==> src/design/ratio_median_smoother_unit_macros.svh <==
// assertion helpers for the ratio median smoother
`ifndef RATIO_MEDIAN_SMOOTHER_UNIT_MACROS_SVH
`define RATIO_MEDIAN_SMOOTHER_UNIT_MACROS_SVH
`ifndef NO_ASSERTIONS
`define RMS_ASSERT_CLK(lbl, ck, rs, prop, msg) \
    lbl: assert property (@(posedge ck) disable iff (!rs) prop) else $error(msg);
`define RMS_ASSERT(lbl, prop, msg) \
    `RMS_ASSERT_CLK(lbl, clk, rst_n, prop, msg)
`else
`define RMS_ASSERT_CLK(lbl, ck, rs, prop, msg)
`define RMS_ASSERT(lbl, prop, msg)
`endif
`endif

==> src/design/rms_pkg.sv <==
package rms_pkg;

    localparam int MAX_HALF_DEF = 7;
    localparam int LEN_W = 24;
    localparam int RATIO_W = 20;
    localparam int FRAC_BITS = 16;
    localparam int OVF_SH = RATIO_W - FRAC_BITS;
    localparam int HALF_W = 3;
    localparam int QCNT_W = $clog2(RATIO_W + 1);
    localparam logic [RATIO_W-1:0] RATIO_MAX = {RATIO_W{1'b1}};
    localparam logic [HALF_W-1:0] HALF_RESET = 3'd2;
    localparam int IN_DATA_W = 48;
    localparam int OUT_DATA_W = 24;

    typedef enum logic [2:0] {
        CTL_IDLE,
        CTL_DIV,
        CTL_PLAN,
        CTL_CHECK,
        CTL_MWAIT,
        CTL_OUT
    } ctl_state_t;

    typedef enum logic [2:0] {
        MED_IDLE,
        MED_CAND,
        MED_LOAD,
        MED_READ,
        MED_CMP
    } med_state_t;

endpackage

==> src/design/ratio_median_smoother_unit.sv <==
// ratio median smoother
// s_tdata carries measured and computed lengths, s_tlast marks the final
// interval of a run; cfg_data writes half_window (neighbours per side).
// each item is divided measured/computed into a Q4.16 ratio by a bit-serial
// divider (skipped when the ratio saturates) and stored in a 15-entry
// ratio memory.
// a median is found by rank counting over the window: each candidate is
// ranked with one memory read per ratio in the window, and there are at
// most n candidates for a window of n ratios (n up to 15).
// a normal item gives at most one result (that of the item half_window back);
// the final item flushes up to half_window+1 results, m_tlast on the last one.
// s_tready and cfg_ready are high only while idle; one item is in work at a
// time, and a configuration write wins over an input transaction.
// a result waits in the output register while m_tready is low, and the
// block holds until it is taken.
// reset clears the run count and sets half_window to two; no clearing pass.
// a configuration write discards the current run.
`include "ratio_median_smoother_unit_macros.svh"
module ratio_median_smoother_unit
    import rms_pkg::*;
#(
    parameter int MAX_HALF = MAX_HALF_DEF
)
(
    input  logic                  clk,
    input  logic                  rst_n,
    input  logic                  s_tvalid,
    output logic                  s_tready,
    input  logic [IN_DATA_W-1:0]  s_tdata,   // measured_length, computed_length
    input  logic                  s_tlast,
    output logic                  m_tvalid,
    input  logic                  m_tready,
    output logic [OUT_DATA_W-1:0] m_tdata,   // smoothed_ratio, zero pad
    output logic                  m_tlast,
    input  logic                  cfg_valid,
    output logic                  cfg_ready,
    input  logic [HALF_W-1:0]     cfg_data
);

    localparam int DEPTH = 2 * MAX_HALF + 1;
    localparam int AW = $clog2(DEPTH);
    localparam int CW = $clog2(DEPTH + 1);

    ctl_state_t         state_reg, state_next;
    logic [HALF_W-1:0]  half_reg, half_next;
    logic [CW-1:0]      items_reg, items_next;
    logic [AW-1:0]      age_reg, age_next;
    logic               fin_reg, fin_next;
    logic [RATIO_W-1:0] out_reg, out_next;
    logic               last_reg, last_next;

    logic               div_start, div_done;
    logic [RATIO_W-1:0] div_q;
    logic               med_start, med_done;
    logic [RATIO_W-1:0] med_res;
    logic [AW-1:0]      h_eff;
    logic [AW:0]        hi_raw;
    logic [AW:0]        hi_cap;
    logic [AW-1:0]      med_hi;
    logic               age_ok;

    assign h_eff = (int'(half_reg) > MAX_HALF) ? AW'(MAX_HALF) : AW'(half_reg);
    assign hi_raw = {1'b0, age_reg} + {1'b0, h_eff};
    assign hi_cap = (AW+1)'(items_reg) - 1'b1;
    assign med_hi = (hi_raw > hi_cap) ? hi_cap[AW-1:0] : hi_raw[AW-1:0];
    assign age_ok = int'(age_reg) < int'(items_reg);

    assign s_tready = (state_reg == CTL_IDLE) && !cfg_valid;
    assign cfg_ready = (state_reg == CTL_IDLE);
    assign m_tvalid = (state_reg == CTL_OUT);
    assign m_tdata = OUT_DATA_W'(out_reg);
    assign m_tlast = last_reg;
    assign div_start = s_tvalid && s_tready;

    always_comb
    begin
        state_next = state_reg;
        half_next = half_reg;
        items_next = items_reg;
        age_next = age_reg;
        fin_next = fin_reg;
        out_next = out_reg;
        last_next = last_reg;
        med_start = 1'b0;
        unique case (state_reg)
            CTL_IDLE:
            begin
                if (cfg_valid)
                begin
                    half_next = cfg_data;
                    items_next = '0;
                end
                else if (s_tvalid)
                begin
                    fin_next = s_tlast;
                    state_next = CTL_DIV;
                end
            end
            CTL_DIV:
            begin
                if (div_done)
                begin
                    if (items_reg != CW'(DEPTH))
                    begin
                        items_next = items_reg + 1'b1;
                    end
                    state_next = CTL_PLAN;
                end
            end
            CTL_PLAN:
            begin
                age_next = h_eff;
                state_next = CTL_CHECK;
            end
            CTL_CHECK:
            begin
                if (age_ok)
                begin
                    med_start = 1'b1;
                    state_next = CTL_MWAIT;
                end
                else if (fin_reg)
                begin
                    age_next = age_reg - 1'b1;
                end
                else
                begin
                    state_next = CTL_IDLE;
                end
            end
            CTL_MWAIT:
            begin
                if (med_done)
                begin
                    out_next = med_res;
                    last_next = fin_reg && (age_reg == '0);
                    state_next = CTL_OUT;
                end
            end
            CTL_OUT:
            begin
                if (m_tready)
                begin
                    if (fin_reg && (age_reg != '0))
                    begin
                        age_next = age_reg - 1'b1;
                        state_next = CTL_CHECK;
                    end
                    else
                    begin
                        if (fin_reg)
                        begin
                            items_next = '0;
                        end
                        state_next = CTL_IDLE;
                    end
                end
            end
            default:
            begin
                state_next = CTL_IDLE;
            end
        endcase
    end

    always_ff @(posedge clk or negedge rst_n)
    begin
        if (!rst_n)
        begin
            state_reg <= CTL_IDLE;
            half_reg <= HALF_RESET;
            items_reg <= '0;
            last_reg <= 1'b0;
        end
        else
        begin
            state_reg <= state_next;
            half_reg <= half_next;
            items_reg <= items_next;
            last_reg <= last_next;
        end
    end

    always_ff @(posedge clk)
    begin
        age_reg <= age_next;
        fin_reg <= fin_next;
        out_reg <= out_next;
    end

    rms_divider u_divider (
        .clk      (clk),
        .rst_n    (rst_n),
        .start    (div_start),
        .meas     (s_tdata[LEN_W-1:0]),
        .comp     (s_tdata[2*LEN_W-1:LEN_W]),
        .done     (div_done),
        .quotient (div_q)
    );

    rms_median #(
        .MAX_HALF (MAX_HALF)
    ) u_median (
        .clk     (clk),
        .rst_n   (rst_n),
        .wr_en   (div_done),
        .wr_data (div_q),
        .start   (med_start),
        .hi      (med_hi),
        .done    (med_done),
        .result  (med_res)
    );

    `RMS_ASSERT(a_in_out_excl, !(s_tready && m_tvalid), "input taken while result pending")
    `RMS_ASSERT(a_med_when_wait, med_done |-> (state_reg == CTL_MWAIT), "median done out of turn")
    `RMS_ASSERT(a_div_when_div, div_done |-> (state_reg == CTL_DIV), "divider done out of turn")
    `RMS_ASSERT(a_run_end_clear, (m_tvalid && m_tready && m_tlast) |=> (items_reg == '0 && state_reg == CTL_IDLE), "run not closed after last result")

endmodule

==> src/design/rms_divider.sv <==
module rms_divider
    import rms_pkg::*;
(
    input  logic               clk,
    input  logic               rst_n,
    input  logic               start,
    input  logic [LEN_W-1:0]   meas,
    input  logic [LEN_W-1:0]   comp,
    output logic               done,
    output logic [RATIO_W-1:0] quotient
);

    logic                 busy_reg, busy_next;
    logic                 done_reg, done_next;
    logic [QCNT_W-1:0]    cnt_reg, cnt_next;
    logic [LEN_W-1:0]     rem_reg, rem_next;
    logic [LEN_W-1:0]     div_reg, div_next;
    logic [RATIO_W-1:0]   low_reg, low_next;
    logic [RATIO_W-1:0]   q_reg, q_next;
    logic [LEN_W:0]       trial;
    logic                 ovf;

    assign ovf = {{OVF_SH{1'b0}}, meas} >= {comp, {OVF_SH{1'b0}}};
    assign trial = {rem_reg, low_reg[RATIO_W-1]};

    always_comb
    begin
        busy_next = busy_reg;
        done_next = 1'b0;
        cnt_next = cnt_reg;
        rem_next = rem_reg;
        div_next = div_reg;
        low_next = low_reg;
        q_next = q_reg;
        if (start)
        begin
            div_next = comp;
            if (ovf)
            begin
                // zero divisor lands here too
                q_next = RATIO_MAX;
                done_next = 1'b1;
            end
            else
            begin
                busy_next = 1'b1;
                cnt_next = QCNT_W'(RATIO_W);
                rem_next = LEN_W'(meas >> OVF_SH);
                low_next = {meas[OVF_SH-1:0], {FRAC_BITS{1'b0}}};
            end
        end
        else if (busy_reg)
        begin
            if (trial >= {1'b0, div_reg})
            begin
                rem_next = LEN_W'(trial - {1'b0, div_reg});
                q_next = {q_reg[RATIO_W-2:0], 1'b1};
            end
            else
            begin
                rem_next = trial[LEN_W-1:0];
                q_next = {q_reg[RATIO_W-2:0], 1'b0};
            end
            low_next = {low_reg[RATIO_W-2:0], 1'b0};
            cnt_next = cnt_reg - 1'b1;
            if (cnt_reg == QCNT_W'(1))
            begin
                busy_next = 1'b0;
                done_next = 1'b1;
            end
        end
    end

    always_ff @(posedge clk or negedge rst_n)
    begin
        if (!rst_n)
        begin
            busy_reg <= 1'b0;
            done_reg <= 1'b0;
            cnt_reg <= '0;
        end
        else
        begin
            busy_reg <= busy_next;
            done_reg <= done_next;
            cnt_reg <= cnt_next;
        end
    end

    always_ff @(posedge clk)
    begin
        rem_reg <= rem_next;
        div_reg <= div_next;
        low_reg <= low_next;
        q_reg <= q_next;
    end

    assign done = done_reg;
    assign quotient = q_reg;

endmodule

==> src/design/rms_median.sv <==
module rms_median
    import rms_pkg::*;
#(
    parameter int MAX_HALF = MAX_HALF_DEF
)
(
    input  logic                                 clk,
    input  logic                                 rst_n,
    input  logic                                 wr_en,
    input  logic [RATIO_W-1:0]                   wr_data,
    input  logic                                 start,
    input  logic [$clog2(2*MAX_HALF+1)-1:0]      hi,
    output logic                                 done,
    output logic [RATIO_W-1:0]                   result
);

    localparam int DEPTH = 2 * MAX_HALF + 1;
    localparam int AW = $clog2(DEPTH);

    logic [RATIO_W-1:0] mem [DEPTH];
    logic [RATIO_W-1:0] rd_data_reg;
    logic [AW-1:0]      wr_ptr_reg;
    logic [AW-1:0]      rd_age;
    logic [AW:0]        idx_sum;
    logic [AW-1:0]      rd_addr;

    med_state_t         state_reg, state_next;
    logic [AW-1:0]      c_reg, c_next;
    logic [AW-1:0]      j_reg, j_next;
    logic [AW-1:0]      hi_reg, hi_next;
    logic [AW-1:0]      cnt_reg, cnt_next;
    logic [RATIO_W-1:0] cand_reg, cand_next;
    logic [RATIO_W-1:0] res_reg, res_next;
    logic               done_reg, done_next;
    logic               less;
    logic [AW-1:0]      cnt_inc;
    logic [AW:0]        target;

    // age counts back from the newest ratio
    assign rd_age = (state_reg == MED_CAND) ? c_reg : j_reg;
    assign idx_sum = {1'b0, wr_ptr_reg} + (AW+1)'(DEPTH - 1) - {1'b0, rd_age};
    assign rd_addr = (idx_sum >= (AW+1)'(DEPTH)) ? AW'(idx_sum - (AW+1)'(DEPTH))
                                                 : idx_sum[AW-1:0];

    always_ff @(posedge clk)
    begin
        if (wr_en)
        begin
            mem[wr_ptr_reg] <= wr_data;
        end
        rd_data_reg <= mem[rd_addr];
    end

    always_ff @(posedge clk or negedge rst_n)
    begin
        if (!rst_n)
        begin
            wr_ptr_reg <= '0;
        end
        else if (wr_en)
        begin
            wr_ptr_reg <= (wr_ptr_reg == AW'(DEPTH - 1)) ? '0 : wr_ptr_reg + 1'b1;
        end
    end

    // rank of candidate: smaller values, ties broken by age
    assign less = (rd_data_reg < cand_reg) || ((rd_data_reg == cand_reg) && (j_reg < c_reg));
    assign cnt_inc = cnt_reg + AW'(less);
    assign target = ({1'b0, hi_reg} + 1'b1) >> 1;

    always_comb
    begin
        state_next = state_reg;
        c_next = c_reg;
        j_next = j_reg;
        hi_next = hi_reg;
        cnt_next = cnt_reg;
        cand_next = cand_reg;
        res_next = res_reg;
        done_next = 1'b0;
        unique case (state_reg)
            MED_IDLE:
            begin
                if (start)
                begin
                    hi_next = hi;
                    c_next = '0;
                    state_next = MED_CAND;
                end
            end
            MED_CAND:
            begin
                state_next = MED_LOAD;
            end
            MED_LOAD:
            begin
                cand_next = rd_data_reg;
                j_next = '0;
                cnt_next = '0;
                state_next = MED_READ;
            end
            MED_READ:
            begin
                state_next = MED_CMP;
            end
            MED_CMP:
            begin
                cnt_next = cnt_inc;
                if (j_reg == hi_reg)
                begin
                    if ({1'b0, cnt_inc} == target)
                    begin
                        res_next = cand_reg;
                        done_next = 1'b1;
                        state_next = MED_IDLE;
                    end
                    else
                    begin
                        c_next = c_reg + 1'b1;
                        state_next = MED_CAND;
                    end
                end
                else
                begin
                    j_next = j_reg + 1'b1;
                    state_next = MED_READ;
                end
            end
            default:
            begin
                state_next = MED_IDLE;
            end
        endcase
    end

    always_ff @(posedge clk or negedge rst_n)
    begin
        if (!rst_n)
        begin
            state_reg <= MED_IDLE;
            done_reg <= 1'b0;
        end
        else
        begin
            state_reg <= state_next;
            done_reg <= done_next;
        end
    end

    always_ff @(posedge clk)
    begin
        c_reg <= c_next;
        j_reg <= j_next;
        hi_reg <= hi_next;
        cnt_reg <= cnt_next;
        cand_reg <= cand_next;
        res_reg <= res_next;
    end

    assign done = done_reg;
    assign result = res_reg;

endmodule
==> config.mk <==
export PLATFORM = sky130hd
export DESIGN_NAME = ratio_median_smoother_unit
export DESIGN_NICKNAME = d
export VERILOG_FILES = /design/src/design/rms_pkg.sv /design/src/design/ratio_median_smoother_unit.sv /design/src/design/rms_divider.sv /design/src/design/rms_median.sv
export VERILOG_INCLUDE_DIRS = /design/src /design/src/design
export SDC_FILE = /design/constraint.sdc
export NUM_CORES = 1
export LEC_CHECK = 0
export ABC_AREA = 1
export BUFFER_PORTS_ARGS = -buffer_cell sky130_fd_sc_hd__buf_2
export CAP_MARGIN = 25
export CELL_PAD_IN_SITES_DETAIL_PLACEMENT = 0
export CELL_PAD_IN_SITES_GLOBAL_PLACEMENT = 1
export CORE_MARGIN = 4
export CORE_UTILIZATION = 35
export DETAILED_ROUTE_END_ITERATION = 10
export HOLD_SLACK_MARGIN = 0.03
export PLACE_DENSITY_LB_ADDON = 0.1
export SYNTH_ARGS = -nofsm -noshare
export SYNTH_HDL_FRONTEND = slang
export SYNTH_SLANG_ARGS = --single-unit
==> constraint.sdc <==
create_clock -name clk -period 9.45 [get_ports clk]
set_clock_uncertainty 0.2 [all_clocks]
set_input_delay 1.4175 -clock clk [delete_from_list [all_inputs] [get_ports clk]]
set_output_delay 1.4175 -clock clk [all_outputs]
set_load 0.05 [all_outputs]
Word level (Yosys, flattened, before mapping)
Memories as Yosys holds them, arrays and structs flattened. A register that Yosys moved wholly into a read port is not among the register bits.
Cells that the tools add are included.
{ "totals": {"mem_count": 1, "ramBits": 300, "elab_cells": 173, "register_bits": 195, "out_inout_bits": 28, "inputBits": 57} }
{ "classes": {"order_cmp": 7, "reduce_logical": 28, "n_addsub": 14, "eq_ne": 34, "n_bitwise": 1, "mux": 65} }
{ "mem_list": {"columns": ["memory", "words", "word_bits", "read_ports", "rd_clocked_by_memory_dff", "write_ports", "line", "source"], "rows": [
  ["u_median.mem", 15, 20, 1, 1, 1, "rms_median.sv:20", "logic [RATIO_W-1:0] mem [DEPTH];"]
]} }
{ "op_table": {"columns": ["cell", "count"], "rows": [
  ["20-bit two-way mux", 6],
  ["24-bit two-way mux", 4],
  ["4-bit two-way mux", 18],
  ["24-bit by 28-bit >= comparator with 1-bit output", 1],
  ["25-bit by 24-bit >= comparator with 1-bit output", 1],
  ["3-bit two-way mux", 8],
  ["4-bit case mux with 2 select lines", 3],
  ["4-bit case mux with 3 select lines", 2],
  ["24-bit subtractor", 1],
  ["2-bit != test, second input constant", 11],
  ["20-bit equality test", 1],
  ["20-bit less-than comparator", 1],
  ["3-bit case mux with 6 select lines", 1],
  ["1-bit two-way mux", 17],
  ["4-bit by 1-bit adder with 4-bit output, second input constant", 4],
  ["5-bit two-way mux", 3],
  ["3-bit case mux with 5 select lines", 1],
  ["2-bit by 1-bit != test with 1-bit output, second input constant", 7],
  ["3-bit by 2-bit equality test with 1-bit output, second input constant", 4],
  ["2-bit AND reduction", 6],
  ["3-bit equality test, second input constant", 3],
  ["4-bit equality test", 2],
  ["4-bit less-than comparator", 2],
  ["7-bit AND reduction", 1],
  ["other kinds (30)", 41]
]} }

Longest topological paths before layout
Gate-level depths: netlist (run 1).
{ "logic_depth": {"word_depth": 8, "mapped_depth": 21, "mapped_depth_nobuf": 19} }

Cells and area by module
From an unflattened synthesis (run 1), not the netlist that was laid out.
{ "hier_totals": {"cells_unflattened": 2551, "area_unflattened_um2": 24753.7} }
{ "by_module_without_submodules": {"columns": ["module", "seq_area_each_um2", "area_each_um2", "instances", "cells_each"], "rows": [
  ["rms_median", 11290.8, 17016.3, 1, 1591],
  ["rms_divider", 2337.2, 5721.7, 1, 757],
  ["ratio_median_smoother_unit", 1027.2, 2015.7, 1, 203]
]} }

Worst setup path before layout (run 1)
OpenSTA, ideal clock, no wires.
{ "synth_path": {"kind": "input to register", "start": "input cfg_valid", "end": "register u_divider.div_reg[0] (enable)", "t_arrival_ns": 3.211, "t_required_ns": 8.853, "path_slack_ns": 5.642, "cell_stages": 4, "setup_ns": 0.397, "path_buffers": 1, "path_cell_list": "nor2_2 nand2_1 inv_1 clkbuf_1"} }
{ "synth_between": {"elab_chain_cells": 3} }
{ "synth_rtl": {"columns": ["element", "line", "source"], "rows": [
  ["start: declaration", "ratio_median_smoother_unit.sv:35", "input logic cfg_valid,"],
  ["1-bit logical NOT", "ratio_median_smoother_unit.sv:68", "assign s_tready = (state_reg == CTL_IDLE) && !cfg_valid;"],
  ["1-bit logical AND", "ratio_median_smoother_unit.sv:68", null],
  ["1-bit logical AND", "ratio_median_smoother_unit.sv:73", "assign div_start = s_tvalid && s_tready;"],
  ["net div_start", "ratio_median_smoother_unit.sv:52", "logic div_start, div_done;"],
  ["end signal: assignment", "rms_divider.sv:93", "div_reg <= div_next;"],
  ["end: declaration", "rms_divider.sv:17", "logic [LEN_W-1:0] div_reg, div_next;"]
]} }
The timed path passes the listed nets, and every way through them passes these cells.
A chain may end at the register's enable or synchronous reset.

Worst setup path in the final report (run 1)
{ "layout_path": {"start": "register u_median.state_reg[1]", "end": "register u_median.rd_data_reg[15], read port of u_median.mem"} }
{ "layout_between": {"elab_chain_cells": 5, "word_cells_on_any_way": 6, "classes_between": "add/sub (2); order compare (1); eq/ne (1); mux (2)"} }
{ "layout_rtl": {"columns": ["element", "line", "source"], "rows": [
  ["start: declaration", "rms_median.sv:27", "med_state_t state_reg, state_next;"],
  ["start signal: assignment", "rms_median.sv:145", "state_reg <= state_next;"],
  ["3-bit by 1-bit equality test with 1-bit output *", "rms_median.sv:40", "assign rd_age = (state_reg == MED_CAND) ? c_reg : j_reg;"],
  ["4-bit two-way mux *", "rms_median.sv:40", null],
  ["5-bit by 4-bit subtractor with 5-bit output *", "rms_median.sv:41", "assign idx_sum = {1'b0, wr_ptr_reg} + (AW+1)'(DEPTH - 1) - {1'b0, rd_age};"],
  ["4-bit subtractor or 5-bit by 4-bit >= comparator with 1-bit output (tied branches)", "rms_median.sv:42", "assign rd_addr = (idx_sum >= (AW+1)'(DEPTH)) ? AW'(idx_sum - (AW+1)'(DEPTH))"],
  ["4-bit two-way mux *", "rms_median.sv:42", null],
  ["end: declaration", "rms_median.sv:21", "logic [RATIO_W-1:0] rd_data_reg;"]
]} }
Mark *: on every way between the ends. The rest lies on a longest branch, timed or not.

==> results of run 1 <==
[worst register-to-register path: stages, from the launching register on]
cell      delay, ps
dfrtp_1         410
inv_1            90
nand3b_1        220
o21ai_0         280
ha_1            270
inv_1            60
ha_1            180
inv_1            60
fa_1            520
nor2_1           90
o21ai_2         240
nand2_4         120
nand2_1          90
nand2_2          40
buf_4           290
inv_2           430
buf_4           750
nand3_1         210
nand3_1         130
nand3_1          90
nand2_1          80
[cells in the final DEF, fill, tap and decap left out, types with 20 or more instances in the layout]
cell       instances
or2_2             22
xor2_1            20
edfxtp_1         453
inv_1            480
clkbuf_16         56
a21oi_1           61
ha_1              96
nand3_1          440
nand2_1          441
dfxtp_1           20
buf_2             80
nor2_1            78
buf_4             32
dfrtp_1           25
nand4_1           36
o21ai_0           61
[cells by family (layout without fill, tap and decap cells)]
group | after synthesis | in the layout | synth area share, %
compound gates | 157 | 157 | 3.57
buf+inv | 577 | 707 | 9.61
fa+ha+maj | 99 | 99 | 5.20
flops | 499 | 499 | 60.4
other cells | 1 | 4 | 0.0155
xor+xnor | 35 | 35 | 1.29
simple gates | 1073 | 1073 | 19.9
[per-stage QoR]
step / setup slack, ps / utilization [%] / hold slack, ps / instance area (µm²) / cells
after floorplan: 5640 / - / 200 / 24300 / 2444
after global placement: 4500 / 37.3 / 201 / 25700 / 3396
after detailed placement: 4350 / 37.4 / 205 / 25700 / 3397
after CTS: 4320 / 40.0 / 219 / 27500 / 3501
after global routing: 4040 / 40.1 / 224 / 27500 / 3505
final: 4550 / 40.1 / 215 / 27500 / 3505
[worst paths after layout]
path | slack [ps] | end | cells after the start
max | 4550 | u_median.rd_data_reg[15] | 20
min | 220 | out_reg[0] | 0
max reg2reg | 4550 | u_median.rd_data_reg[15] | 20
min reg2reg | 220 | out_reg[0] | 0
max in group asynchronous | 8040 | u_median.wr_ptr_reg[0] | 1
min in group asynchronous | 600 | half_reg[0] | 1
[layer usage]
layer  vias to the layer above  wire, µm
li1                       8277         -
met1                      7913     30600
met2                       326     29100
met3                        79      2690
met4                         0      1220
met5                         -         0
[cell type report]
cell class              count  area share (%)
repair buffers            117            2.71
clock buffers              82            5.70
inverters                 486            6.62
clock inverters            22           0.790
flip-flops and latches    499            53.2
well taps                 931            4.23
multi-input cells        1368            26.8
==> impl_metrics.csv, run 1 <==
group,metric,value,unit
floorplanning,start_util,35.3,%
global_routing,antenna_found_initial,0,
cells_and_area,multiInputGateArea,7370,µm²
synthesis,synth_top_area_share,56.1,%
synthesis,syn_inst,2441,
floorplanning,die_w,271,µm
global_routing,gr-max-usage-layer,"met2",
setup_path,cpPeakStageDelay,740,ps
global_routing,grt_max_degree,90,
place,hpwlAfterDp,37500,µm
worst_hold_path,hold_class,"register to register",
detailed_routing,vias_per_cell,4.73,
synthesis,syn_area,24300,µm²
synthesis,synth.area.top_cells,"edfxtp_1 (56%), nand3_1 (9.1%), inv_1 (7.4%)",
synthesis,synth_edf_count,453,
synthesis,synthFlopType,"edfxtp_1",
setup_path,critPathTopFamily,"buffers and inverters",
global_routing,use_met3,2.35,%
floorplanning,die_area,73600,µm²
timing,tns,0,ps
cts,numCtsBuffers,56,
timing,drv_slew,0,
detailed_routing,drtPass1Iterations,5,
cells_and_area,final-seq-area,14700,µm²
cells_and_area,area_growth,13.5,%
synthesis,synthArstFlopShare,5.21,%
setup_path,path_max_fanout,60,
outcome,status,"finished, final reports clean",
synthesis,yosys-top-cells-count,"inv_1 (481), edfxtp_1 (453), nand2_1 (441), nand3_1 (441)",
synthesis,ys_types,46,
timing,hold_violations,0,
cells_and_area,drive_above_1_share,10.1,%
timing,finalSetupViolCount,0,
setup_path,critPathBufInv,6,
timing,grt_setup_unrepaired,"no",
timing,slew_headroom,30.8,%
setup_path,r2r-start,"u_median.state_reg[1]",
global_routing,overflow,0,
timing,fin_crit_sh,51.8,%
setup_path,critPathArrivalTime,5270,ps
setup_path,worst_setup_path_end_kind,"register",
cts,post_cts_resized,0,
timing,worst_slew_pin_slew,1030,ps
detailed_routing,drtIter0Drc,1328,
cts,cts_tree,"done",
cells_and_area,fillers,6888,
cts,postCtsSetupRepairBufs,0,
setup_path,crit_path_start_kind,"register",
cells_and_area,final_nets,2684,
synthesis,avgSynthCellArea,9.94,µm²
detailed_routing,route.detailed.drc,0,
setup_path,required,9820,ps
synthesis,ys_ff_latch,499,
detailed_routing,antenna_left,0,
place,io_buffer_count,80,
cts,ctsHoldBuffers,0,
global_routing,grtUsageTotal,17.3,%
cts,clkTransAtPathRegs,60,ps
place,globalplace.congestion,0.825,
synthesis,synth-seq-area-share,60.4,%
cts,clock_sinks,499,
synthesis,yosysTopAreaCell,"edfxtp_1",
setup_path,critPathKind,"register to register",
timing,min_period,4900,ps
floorplanning,core-area,68700,µm²
floorplanning,io_pins,85,
cts,root_buffer,"clkbuf_16",
detailed_routing,wl,63600,µm
setup_path,crit_chain,"inv_1 -> nand3b_1 -> o21ai_0 -> ha_1 -> inv_1 -> ha_1 -> inv_1 -> fa_1 -> nor2_1 -> o21ai_2 -> nand2_4 -> nand2_1 -> nand2_2 -> buf_4 -> inv_2 -> buf_4 -> nand3_1 -> nand3_1 -> nand3_1 -> nand2_1",
detailed_routing,post_drt_wl_per_cell,18.1,µm
setup_path,cp_slowest_cell,"buf_4",
floorplanning,fp-row-count,96,
job,cap_violations,0,
cells_and_area,largest_reg_flops,300,
cts,h-tree-depth,2,
floorplanning,fp.dieH,271,µm
global_routing,grt_pass1_wl,99000,µm
synthesis,yosysMostFrequentCell,"inv_1",
setup_path,crit_path_start,"u_median.state_reg[1]",
global_routing,grt_pass1_vias,16500,
cells_and_area,n_antenna_cell,0,
global_routing,gr-usage-met1,24.6,%
timing,timing.fmax,0.204,GHz
synthesis,yosysWarningCount,0,
detailed_routing,num_vias,16600,
cts,clockBufferDepth,3,
worst_hold_path,worstHoldStart,"u_median.result[0]",
cts,clkLatencyLatePin,630,ps
global_routing,grtUsageMet2,28.2,%
Power of run 1 is left out: the tool's default activity adds up to more than one toggle a clock period on the data nets, which glitch-free logic cannot reach.
==> inputs of run 2 (changes only) <==
==> constraint.sdc (replaced) <==
create_clock -name clk -period 4.01 [get_ports clk]
set_clock_uncertainty 0.2 [all_clocks]
set_input_delay 0.6015 -clock clk [delete_from_list [all_inputs] [get_ports clk]]
set_output_delay 0.6015 -clock clk [all_outputs]
set_load 0.05 [all_outputs]
==> run 2 against run 1 <==
Against the previous run:
- routed wire length rose by 4.1%
- flip-flop and latch count did not move
- first-iteration DRC count decreased by 15%
- setup slack lost 4300 ps
- sequential share of layout area fell by 1.5 points
- non-clock buffer count is 56 higher
- worst hold slack worse by 140 ps
- via count is 2.7% higher
- cell area up 3.0%
- die area stayed put
- critical path type unchanged
==> impl_metrics.csv, run 2 (synthesis gave the netlist of run 1 again) <==
group,metric,value,unit
floorplanning,io_pins,85,
timing,fin_crit_sh,93.8,%
detailed_routing,antenna_left,0,
timing,worst_slew_pin_slew,652,ps
setup_path,cp_slowest_cell,"fa_1",
setup_path,path_max_fanout,20,
cts,clock_sinks,499,
cts,root_buffer,"clkbuf_16",
timing,timing.fmax,0.266,GHz
setup_path,cpPeakStageDelay,630,ps
global_routing,overflow,0,
detailed_routing,route.detailed.drc,0,
cells_and_area,mostFrequentLayoutCell,"inv_1",
job,cap_violations,0,
cells_and_area,area_growth,16.9,%
setup_path,rr_worst_depth,18,
cells_and_area,final_core_util,41.3,%
place,io_buffer_count,80,
setup_path,critPathArrivalTime,4150,ps
cells_and_area,largest_reg_flops,300,
cells_and_area,drive_above_1_share,11.3,%
timing,finalSetupViolCount,0,
worst_hold_path,hold_class,"input pin to register",
floorplanning,die_w,271,µm
global_routing,grt_max_degree,81,
worst_hold_path,worstHoldStart,"s_tdata[10]",
floorplanning,start_util,35.3,%
floorplanning,fp.dieH,271,µm
timing,hold_violations,0,
floorplanning,die_area,73600,µm²
global_routing,grt_pass1_wl,98100,µm
worst_hold_path,hold_depth,3,
detailed_routing,wl,66200,µm
detailed_routing,vias_per_cell,4.78,
timing,slew_headroom,56.5,%
place,hpwlAfterDp,39100,µm
worst_hold_path,whs_endpoint,"u_divider.rem_reg[6]",
cts,numCtsBuffers,56,
setup_path,r2r-start,"u_median.state_reg[1]",
cts,h-tree-depth,2,
setup_path,required,4400,ps
floorplanning,core-area,68700,µm²
outcome,status,"finished, final reports clean",
cts,clockBufferDepth,3,
cts,clkTransAtPathRegs,60,ps
setup_path,critPathKind,"register to register",
timing,min_period,3760,ps
detailed_routing,post_drt_wl_per_cell,18.6,µm
setup_path,crit_path_start_kind,"register",
cells_and_area,layout_common_cells,"inv_1 (480), edfxtp_1 (453), nand2_1 (440), nand3_1 (440), ha_1 (96)",
setup_path,cpMostUsedCell,"nand2_1",
detailed_routing,drtIter0Drc,1123,
setup_path,r2r-end,"u_median.rd_data_reg[7]",
cells_and_area,final_nets,2740,
place,globalplace.congestion,0.824,
timing,drv_slew,0,
global_routing,antenna_found_initial,1,
setup_path,r2r_slack,250,ps
detailed_routing,drtPass1Iterations,5,
timing,grt_setup_unrepaired,"yes",
setup_path,worst_setup_path_end_kind,"register",
detailed_routing,num_vias,17000,
setup_path,crit_chain,"inv_1 -> nand3b_1 -> buf_4 -> nand2_1 -> o21ai_0 -> ha_1 -> fa_1 -> nor2_2 -> o21ai_2 -> nand2_4 -> nand2_1 -> nand2_2 -> inv_6 -> buf_8 -> nand2_1 -> nand3_1 -> nand3_1 -> nand2_1",
global_routing,grtUsageTotal,17.1,%
cts,cts_tree,"done",
global_routing,grt_pass1_vias,16500,
cts,clkLatencyLatePin,650,ps
floorplanning,fp-row-count,96,
-- run 2: cell types whose count changed in the layout (fill, tap and decap cells not counted), moves of 3 or more --
cell	delta
dlygate4sd3_1	+29
buf_4	+11
clkbuf_16	+7
clkinv_2	+6
buf_6	+4
clkbuf_1	-4
nor2_2	+4
buf_12	+3
bufinv_16	+3
-- run 2: area by class of cell --
type | instances | area [µm²]
diodes | 1 | 2.50
clock buffers | 78 | 1570
clock inverters | 28 | 318
fillers | 6796 | 40300
inverters | 486 | 1830
multi-input cells | 1368 | 7380
flip-flops and latches | 499 | 14700
well taps | 931 | 1160
repair buffers | 173 | 1440
-- run 2: layer usage --
| layer | vias up | GRT usage (%) | routed length (µm) |
|---|---|---|---|
| met2 | 336 | 27.9 | 30700 |
| met3 | 88 | 2.45 | 2950 |
| met5 | - | 0 | 0 |
| met4 | 0 | 4.01 | 1240 |
| met1 | 8222 | 24.2 | 31400 |
| li1 | 8393 | - | - |
-- run 2: worst max-delay path, delay by kind of cell (launching register included) --
kind / cells / cell delay, ps
buffers and inverters: 4 / 730
and+or+nand+nor: 10 / 1040
AOI/OAI and AO/OA: 2 / 370
DFF: 1 / 410
adders and majority gates: 2 / 980
-- run 2: through the flow --
step	std cells	TNS (ps)	cell area, µm²	hold slack, ps	setup WS [ps]
2_1_floorplan	2444	0	24300	106	359
3_3_place_gp	3419	0	25900	201	192
3_5_place_dp	3419	0	25900	205	143
4_1_cts	3554	0	28100	37.3	129
5_1_grt	3563	-291	28400	63.5	-42.6
6_report	3564	0	28400	78.3	249
-- run 2: worst max path at each step --
stage | start | to | slack [ps]
after CTS | u_median.state_reg[1] | u_median.rd_data_reg[17] | 130
after global placement | u_median.state_reg[1] | u_median.rd_data_reg[17] | 190
after floorplan | u_median.cand_reg[7] | u_median.result[0] | 360
after detailed placement | u_median.state_reg[1] | u_median.rd_data_reg[2] | 140
final | u_median.state_reg[1] | u_median.rd_data_reg[7] | 250
after global routing | u_median.state_reg[1] | u_median.rd_data_reg[17] | -40
-- run 2: timing repair --
action                                  in CTS  in global routing
resized for setup                            0                 21
hold buffers                                29                  0
endpoints found under the setup margin       0                 20
hold endpoints to repair                    53                  0
buffers inserted                             0                  1
Power of run 2 is left out for the same reason.
==> inputs of run 3 (changes only) <==
--- a/config.mk
+++ b/config.mk
@@ -16,6 +16,7 @@
 export DETAILED_ROUTE_END_ITERATION = 10
 export HOLD_SLACK_MARGIN = 0.03
 export PLACE_DENSITY_LB_ADDON = 0.1
+export RECOVER_POWER = 25
 export SYNTH_ARGS = -nofsm -noshare
 export SYNTH_HDL_FRONTEND = slang
 export SYNTH_SLANG_ARGS = --single-unit
==> run 3 against run 2 <==
Against the previous run:
- global-route usage is the same
- via count is essentially flat
- flip-flop and latch count is the same
- cell area is essentially flat
- non-clock buffer count is the same
- utilization is essentially flat
- setup slack gained 2.2 ps
==> impl_metrics.csv, run 3 (synthesis gave the netlist of run 1 again) <==
group,metric,value,unit
outcome,status,"finished, final reports clean",
cts,h-tree-depth,2,
cells_and_area,area_growth,16.8,%
cells_and_area,final_nets,2740,
detailed_routing,wl,66200,µm
cts,root_buffer,"clkbuf_16",
setup_path,required,4400,ps
timing,hold_violations,0,
cts,cts_tree,"done",
timing,finalSetupViolCount,0,
cells_and_area,final_core_util,41.2,%
detailed_routing,num_vias,17000,
timing,timing.fmax,0.266,GHz
detailed_routing,post_drt_wl_per_cell,18.6,µm
setup_path,crit_path_start_kind,"register",
timing,grt_setup_unrepaired,"yes",
timing,worst_slew_pin_slew,656,ps
floorplanning,fp.dieH,271,µm
floorplanning,core-area,68700,µm²
global_routing,antenna_found_initial,1,
cells_and_area,drive_above_1_share,10.6,%
worst_hold_path,hold_depth,3,
detailed_routing,antenna_left,0,
setup_path,path_max_fanout,20,
global_routing,overflow,0,
cts,clkTransAtPathRegs,60,ps
detailed_routing,drtIter0Drc,1038,
global_routing,grtUsageTotal,17.1,%
detailed_routing,route.detailed.drc,0,
timing,drv_slew,0,
place,hpwlAfterDp,39100,µm
detailed_routing,drtPass1Iterations,5,
cts,clockBufferDepth,3,
setup_path,rr_worst_depth,18,
cells_and_area,layout_common_cells,"inv_1 (480), edfxtp_1 (453), nand2_1 (440), nand3_1 (440), ha_1 (96)",
cts,clock_sinks,499,
global_routing,grt_max_degree,81,
detailed_routing,vias_per_cell,4.78,
timing,fin_crit_sh,93.7,%
cells_and_area,fillers,6806,
floorplanning,die_area,73600,µm²
floorplanning,die_w,271,µm
job,cap_violations,0,
setup_path,critPathArrivalTime,4150,ps
floorplanning,io_pins,85,
cts,clkLatencyLatePin,650,ps
worst_hold_path,hold_class,"input pin to register",
place,globalplace.congestion,0.824,
cells_and_area,largest_reg_flops,300,
setup_path,critPathKind,"register to register",
global_routing,grt_pass1_vias,16500,
setup_path,worst_setup_path_end_kind,"register",
floorplanning,start_util,35.3,%
place,io_buffer_count,80,
timing,slew_headroom,56.2,%
cts,numCtsBuffers,56,
cells_and_area,mostFrequentLayoutCell,"inv_1",
global_routing,grt_pass1_wl,98100,µm
timing,min_period,3760,ps
floorplanning,fp-row-count,96,
[run 3: worst paths after layout]
kind / slack (ps) / startpoint / endpoint
min: 80 / s_tdata[10] / u_divider.rem_reg[6]
max in group asynchronous: 2860 / rst_n / items_reg[0]
min reg2reg: 220 / u_median.result[0] / out_reg[0]
max reg2reg: 250 / u_median.state_reg[1] / u_median.rd_data_reg[7]
min in group asynchronous: 330 / rst_n / half_reg[2]
max: 250 / u_median.state_reg[1] / u_median.rd_data_reg[7]
[run 3: worst max-delay path, cell delays in order (launching register included)]
cell	delay, ps
dfrtp_1	410
inv_1	90
nand3b_1	190
buf_4	210
nand2_1	40
o21ai_0	130
ha_1	350
fa_1	630
nor2_2	80
o21ai_2	240
nand2_4	130
nand2_1	100
nand2_2	130
inv_6	160
buf_8	270
nand2_1	80
nand3_1	90
nand3_1	90
nand2_1	110
[run 3: per-stage QoR]
step	TNS, ps	setup slack, ps	cells	area [µm²]	hold WS [ps]
CTS	0	129	3554	28100	37.3
global route	-291	-42.6	3563	28300	63.5
finish	0	251	3564	28300	78.9
global placement	0	192	3419	25900	201
floorplan	0	359	2444	24300	106
detailed placement	0	143	3419	25900	205
[run 3: timing repair]
item	in CTS	in global routing
hold buffers	29	0
gates resized for setup	0	21
endpoints found under the hold margin	53	0
endpoints found under the setup margin	0	20
setup buffers	0	1
[run 3: final cells by class]
type / instances / area (µm²) / share of cell area [%]
well taps: 931 / 1160 / 4.11
clock buffers: 78 / 1570 / 5.52
multi-input cells: 1368 / 7380 / 26.1
repair buffers: 173 / 1420 / 5.01
inverters: 486 / 1830 / 6.46
flip-flops and latches: 499 / 14700 / 51.7
clock inverters: 28 / 318 / 1.12
diodes: 1 / 2.50 / 0.00883
[run 3: metal layers]
layer / part of all wire (%) / routed length [µm] / up-vias / GRT usage (%)
li1: - / - / 8398 / -
met1: 48 / 31600 / 8226 / 24.2
met2: 46 / 30600 / 316 / 27.9
met3: 4.1 / 2700 / 89 / 2.45
met4: 1.9 / 1260 / 0 / 4.01
met5: 0 / 0 / - / 0
Power of run 3 is left out for the same reason.
